**config.mk**
```make
export PLATFORM = sky130hd
export DESIGN_NAME = sawlc_front_flat
export DESIGN_NICKNAME = d
export VERILOG_FILES = /design/src/rtl/sawlc_pkg.sv /design/src/rtl/sawlc_in_if.sv /design/src/rtl/sawlc_front.sv /design/src/flat_wrapper.sv
export SDC_FILE = /design/constraint.sdc
export NUM_CORES = 1
export LEC_CHECK = 0
export CORE_MARGIN = 5
export CORE_UTILIZATION = 52
export CTS_BUF_LIST = sky130_fd_sc_hd__clkbuf_8
export DETAILED_ROUTE_END_ITERATION = 10
export DONT_BUFFER_PORTS = 1
export PLACE_DENSITY_LB_ADDON = 0.15
export REMOVE_ABC_BUFFERS = 1
export SKIP_LAST_GASP = 1
export SLEW_MARGIN = 25
export SYNTH_ARGS = -nofsm -noshare
export SYNTH_HDL_FRONTEND = slang
export SYNTH_SLANG_ARGS = --single-unit
```
**constraint.sdc**
```tcl
create_clock -name i_clk -period 7.15 [get_ports i_clk]
set_input_delay 0.715 -clock i_clk [delete_from_list [all_inputs] [get_ports i_clk]]
set_output_delay 0.715 -clock i_clk [all_outputs]
set_load 0.005 [all_outputs]
```
**src/rtl/sawlc_pkg.sv**
```systemverilog
package sawlc_pkg;

    // Field widths
    localparam int ADDR_W  = 16;
    localparam int WORD_W  = 32;
    localparam int OP_W    = 2;
    localparam int KIND_W  = 3;

    // Storage geometry
    localparam int LINES   = 256;
    localparam int LINE_W  = 8;
    localparam int MAXB    = 16;
    localparam int OFF_W   = 4;
    localparam int MAXW    = 16;
    localparam int WAY_W   = 4;
    localparam int AGE_W   = 4;
    localparam int SET_W   = 8;
    localparam int DADDR_W = LINE_W + OFF_W;

    // Configuration register widths and indexes
    localparam int BLK_W   = 3;
    localparam int SLOG_W  = 4;
    localparam int WAYS_W  = 5;
    localparam int CIDX_W  = 2;
    localparam int CDAT_W  = 5;
    localparam int SH_W    = 4;
    localparam int BW_W    = 5;

    localparam logic [CIDX_W-1:0] CFG_BLOCK = 2'd0;
    localparam logic [CIDX_W-1:0] CFG_SETS  = 2'd1;
    localparam logic [CIDX_W-1:0] CFG_WAYS  = 2'd2;

    // Operation codes
    localparam logic [OP_W-1:0] OP_READ  = 2'd0;
    localparam logic [OP_W-1:0] OP_WRITE = 2'd1;
    localparam logic [OP_W-1:0] OP_FILL  = 2'd2;
    localparam logic [OP_W-1:0] OP_NONE  = 2'd3;

    // Result kinds
    localparam logic [KIND_W-1:0] K_READ  = 3'd0;
    localparam logic [KIND_W-1:0] K_WDONE = 3'd1;
    localparam logic [KIND_W-1:0] K_WB    = 3'd2;
    localparam logic [KIND_W-1:0] K_DROP  = 3'd3;
    localparam logic [KIND_W-1:0] K_REQ   = 3'd4;

    typedef struct packed {
        logic [OP_W-1:0]          op;
        logic [ADDR_W-1:0]        addr;
        logic signed [WORD_W-1:0] data;
    } t_item;

    // Effective geometry after saturation
    typedef struct packed {
        logic [BLK_W-1:0]  b;
        logic [SLOG_W-1:0] s;
        logic [WAYS_W-1:0] w;
    } t_cfg;

    typedef struct packed {
        logic [ADDR_W-1:0] tag;
        logic              valid;
        logic              dirty;
        logic [AGE_W-1:0]  age;
    } t_way;

    typedef t_way [MAXW-1:0] t_row;

    typedef enum logic [2:0] {
        S_IDLE,
        S_LOOK,
        S_RD,
        S_WBR,
        S_WBE,
        S_DROP,
        S_REQ
    } t_state;

endpackage

```
**src/rtl/sawlc_in_if.sv**
```systemverilog
interface sawlc_in_if;
    import sawlc_pkg::*;

    logic                     valid;
    logic                     ready;
    logic [OP_W-1:0]          operation;
    logic [ADDR_W-1:0]        address;
    logic signed [WORD_W-1:0] data;

    modport source (output valid, operation, address, data, input ready);
    modport sink   (input valid, operation, address, data, output ready);
endinterface

```
**src/rtl/sawlc_front.sv**
```systemverilog
module sawlc_front import sawlc_pkg::*; (
    input  logic        i_clk,
    input  logic        i_rst_n,
    sawlc_in_if.sink    i_in,
    input  logic        i_pop,
    output logic        o_avail,
    output t_item       o_item
);

    t_item      r_q [2];
    logic       r_wp, r_rp;
    logic [1:0] r_cnt;
    logic       acc, push;

    // Two-entry queue; unused opcode is dropped at entry
    assign i_in.ready = (r_cnt != 2'd2);
    assign acc        = i_in.valid && i_in.ready;
    assign push       = acc && (i_in.operation != OP_NONE);
    assign o_avail    = (r_cnt != 2'd0);
    assign o_item     = r_q[r_rp];

    always_ff @(posedge i_clk) begin
        if (push) begin
            r_q[r_wp] <= '{op: i_in.operation, addr: i_in.address, data: i_in.data};
        end
    end

    always_ff @(posedge i_clk) begin
        if (!i_rst_n) begin
            r_wp  <= 1'b0;
            r_rp  <= 1'b0;
            r_cnt <= 2'd0;
        end else begin
            if (push) r_wp <= ~r_wp;
            if (i_pop) r_rp <= ~r_rp;
            r_cnt <= r_cnt + 2'(push) - 2'(i_pop);
        end
    end

endmodule

```
**src/flat_wrapper.sv**
```systemverilog
// flat-port wrapper written by rule: the top's interface ports become plain ports
module sawlc_front_flat import sawlc_pkg::*;
  (i_clk, i_rst_n, i_pop, o_avail, o_item, i_in_valid, i_in_operation, i_in_address, i_in_data, i_in_ready);
  sawlc_in_if i_in_i ();
  input  logic i_clk;
  input  logic i_rst_n;
  input  logic i_pop;
  output logic o_avail;
  output t_item o_item;
  input wire logic [$bits(i_in_i.valid)-1:0] i_in_valid;
  input wire logic [$bits(i_in_i.operation)-1:0] i_in_operation;
  input wire logic [$bits(i_in_i.address)-1:0] i_in_address;
  input wire logic [$bits(i_in_i.data)-1:0] i_in_data;
  output wire logic [$bits(i_in_i.ready)-1:0] i_in_ready;
  assign i_in_i.valid = i_in_valid;
  assign i_in_i.operation = i_in_operation;
  assign i_in_i.address = i_in_address;
  assign i_in_i.data = i_in_data;
  assign i_in_ready = i_in_i.ready;
  sawlc_front u_core (.i_clk(i_clk), .i_rst_n(i_rst_n), .i_in(i_in_i), .i_pop(i_pop), .o_avail(o_avail), .o_item(o_item));
endmodule
```
# Word level (Yosys, flattened, before mapping)
# Memories as Yosys holds them, arrays and structs flattened. A register that Yosys moved wholly into a read port is not among the register bits.
# Index checks and enable logic that the tools add are counted.
dict set report word_totals {
  word_cells 17
  mem_count 1
  regBits 4
  input_bits 54
  ramBits 100
  out_inout_bits 52
}
# name words word_bits rd rd_ports_with_merged_regs wr line
set memory_table {}
lappend memory_table {u_core.r_q 2 50 1 1 1 sawlc_front.sv:10} ;# t_item r_q [2];
dict set report op_classes {
  n_bitwise 2
  n_mux 4
  add_sub_neg 2
  n_eq_ne 2
  reduce_logical 3
}
# operator count
set op_table {}
lappend op_table {{2-to-1 mux 1 bit} 4}
lappend op_table {{!= test 2 bit (second input constant)} 2}
lappend op_table {{adder 2 x 1 -> 2 bit} 1}
lappend op_table {{logical AND 1 bit} 2}
lappend op_table {{inverter 1 bit} 2}
lappend op_table {{nonzero test 2 bit} 1}
lappend op_table {{subtractor 2 x 1 -> 2 bit} 1}

# Depth between registers and ports, before layout
dict set report depth {
  word_depth 5
  mapped_depth 5
  depth_no_buf 5
}

# Least setup slack after synthesis
# Ideal clock, no wire load.
dict set report synth_path {
  path_kind {input to register}
  startpoint {input i_in_valid}
  endpoint {memory u_core.r_q[1][0] (netlist bit), enable pin}
  setup_slack_ns 1.972
  setup_ns 0.529
  stages 2
  path_buffers 0
  t_arrival_ns 4.649
  t_required_ns 6.621
  path_cell_list {a21bo_2 -> nor3b_1}
}
dict set report synth_between {
  elab_chain_len 4
}
# item line
set synth_rtl {}
lappend synth_rtl {{from (decl)} flat_wrapper.sv:10} ;# input wire logic [$bits(i_in_i.valid)-1:0] i_in_valid;
lappend synth_rtl {{logical AND 1 bit} sawlc_front.sv:17} ;# assign acc = i_in.valid && i_in.ready;
lappend synth_rtl {{logical AND 1 bit} sawlc_front.sv:18} ;# assign push = acc && (i_in.operation != OP_NONE);
lappend synth_rtl {{2-to-1 mux 1 bit} sawlc_front.sv:23} ;# if (push) begin
lappend synth_rtl {{2-to-1 mux 1 bit (not written as such)} sawlc_front.sv:24} ;# r_q[r_wp] <= '{op: i_in.operation, addr: i_in.address, data: i_in.data};
lappend synth_rtl {{to (decl)} sawlc_front.sv:10}
# No other way between the ends.

==> flow_metrics.env <==
export IMPL_outcome="finished clean"
export IMPL_start_util_pct=53.4
export IMPL_cts_sinks=105
export IMPL_place_ws_ns=4.31
export IMPL_synth_area_mm2=0.00385
export IMPL_nets=245
export IMPL_use_met1_pct=14.0
export IMPL_peakVddDrop_uv=152
export IMPL_cts_tree="built"
export IMPL_cts_max_path_buffers=2
export IMPL_layout_common_cells="100 x edfxtp_1, 50 x mux2_2, 9 x clkbuf_8, 6 x inv_1, 4 x dfxtp_1"
export IMPL_area_growth_pct=7.28
export IMPL_die_x_um=96.0
export IMPL_synth_compound_area_share_pct=1.07
export IMPL_yosys_warnings=0
export IMPL_synth_fa_ha_area_share_pct=0.325
export IMPL_cp_slowest_stage_delay_ns=0.78
export IMPL_antenna_left=0
export IMPL_yosysSeqAreaShare_pct=80.6
export IMPL_critPathTopFamily="flip-flops"
export IMPL_maxSlewViolCount=0
export IMPL_critPathArrivalTime_ns=1.58
export IMPL_power_density_mw_per_mm2=275
export IMPL_rsz0062_at_grt="no"
export IMPL_postCtsSetupBuffers=0
export IMPL_hpwl_mm=4.28
export IMPL_ys_ff_latch=105
export IMPL_wl_per_cell_um=21.2
export IMPL_ys_top_cells_by_area="edfxtp_1 78%, mux2_2 15%, dfxtp_1 2.6%"
export IMPL_skew_ns=0.00609
export IMPL_num_io_pins=106
export IMPL_die_area_mm2=0.00922
export IMPL_placed_cells=278
export IMPL_layout_drive_gt1_share_pct=36.1
export IMPL_stdcell_count=293
export IMPL_top_usage_layer="met2"
export IMPL_htree_levels=3
export IMPL_leakage_uw=0.00131
export IMPL_vias_per_cell=5.44
export IMPL_synth_edf_count=100
export IMPL_critPathCaptureType="output port"
export IMPL_via_count=1593
export IMPL_grt_usage_pct=13.6
export IMPL_ctsResizeCount=0
export IMPL_grt_max_degree=51
export IMPL_hold_buffers=0
export IMPL_synth_top_area_cell="edfxtp_1"
export IMPL_cts_buffers=9
export IMPL_avgSynthCellArea_um2=21.0
export IMPL_use_met3_pct=5.71
export IMPL_drt_iter0_drc=75
export IMPL_power_uw=1140
export IMPL_synth_top_flop_cell="edfxtp_1"
export IMPL_synth_xor_area_share_pct=0.455
export IMPL_fmax_mhz=436
export IMPL_first_global_vias=1750
export IMPL_grt_pass1_wl_mm=9.04
export IMPL_crit_fanout=50
export IMPL_post_route_period_util_pct=32.1
export IMPL_final_common_cell="edfxtp_1"
export IMPL_synth_mux_area_fraction_pct=14.6
export IMPL_cp_required_ns=6.43
export IMPL_drv_cap=0
export IMPL_hold_viol=0
export IMPL_fin_crit_ns=2.29
export IMPL_io_buffer_count=0
export IMPL_finalWirelength_mm=6.22
export IMPL_syn_inst=183
export IMPL_clk_pin_slew_worst_paths_ns=0.08
export IMPL_die_h_um=96.0
export IMPL_hold_class="input pin to register"
export IMPL_critPathLaunchType="register"
export IMPL_root_buffer="clkbuf_8"
export IMPL_path_cells="mux2_2"
export IMPL_drc=0
export IMPL_rows=31
export IMPL_antenna_found_initial=0
export IMPL_synthSimpleGateAreaFrac_pct=1.59
export IMPL_synth_top_family_by_area="multiplexers"
export IMPL_layout_setup_ws_ns=4.86
export IMPL_worst_slew_pin_slew_ns=0.723
export IMPL_setup_viol=0
export IMPL_critical_path_class="register to output port"
export IMPL_core_area_mm2=0.00721
export IMPL_async_flop_share_pct=0
export IMPL_n_antenna_cell=0
export IMPL_place_congestion=0.635
export IMPL_worstSkewPairLatency_ns=0.34
export IMPL_ys_types=18
export IMPL_use_met2_pct=24.1
export IMPL_crit_buf_inv=0
export IMPL_cpMaxStageDelayCell="dfxtp_4"
export IMPL_first_pass_iters=4
export IMPL_timing_slew_headroom_pct=51.6
export IMPL_synth_top_area_share_pct=78.0
export IMPL_grt_overflow=0
export IMPL_r2r_setup_slack_ns=5.11
export IMPL_fill_cells=568
export IMPL_fin_setup_tns_ns=0
-- kinds of logic after synthesis --
kind of cell / after synthesis
xor gates and xnor gates: 2
muxes: 50
adders and majority gates: 1
AOI/OAI and AO/OA: 5
and+or+nand+nor: 10
buffers and inverters: 10
DFF: 105
-- final timing paths --
check                   from  cells past startpoint           endpoint
max reg2reg  u_core.r_cnt[1]                      3  u_core.r_q[0][41]
max                 register                      1         o_item[46]
min             i_in_data[0]                      0   u_core.r_q[1][0]
min reg2reg      u_core.r_rp                      2        u_core.r_rp
-- routing by layer --
metal	routed length, µm	share of wire (%)
met5	0	0
met4	82	1.3
met3	674	11
met2	3450	55
met1	2020	32
-- per-stage QoR --
stage	hold slack (ns)	utilization (%)	cell area [µm²]
final	0.462	57.2	4130
after global routing	0.437	57.2	4130
after CTS	0.442	57.2	4120
after detailed placement	0.507	55.0	3970
after global placement	0.492	55.0	3970
after floorplan	0.480	-	3810
-- cell usage after synthesis, types with 2 or more instances --
library cell / number
o21a_1: 3
mux2_2: 50
inv_1: 3
nor3_1: 4
dfxtp_1: 5
buf_2: 5
xnor2_1: 2
edfxtp_1: 100
nor2_1: 2
-- sequential cells by signal, summed over array words and instances, names as in the netlist, named ones only --
signal / cells
u_core.r_cnt: 2
u_core.r_q: 100
u_core.r_wp: 1
u_core.r_rp: 1
-- area by class of cell --
type	count	area (µm²)	area share (%)
flip-flops and latches	105	3110	75.2
multi-input cells	68	712	17.2
clock buffers	9	124	3.00
well taps	99	124	3.00
clock inverters	6	30.0	0.727
repair buffers	3	22.5	0.545
inverters	3	11.3	0.273
-- power by group --
| part | leakage, µW | switching (µW) | total (µW) | internal (µW) |
|---|---|---|---|---|
| clock network | 0.0000826 | 171 | 290 | 120 |
| registers | 0.000965 | 21.5 | 745 | 723 |
| logic | 0.000260 | 53.6 | 100 | 46.8 |
| total | 0.00131 | 246 | 1140 | 890 |
No activity file was read; power rests on OpenSTA's default activity.
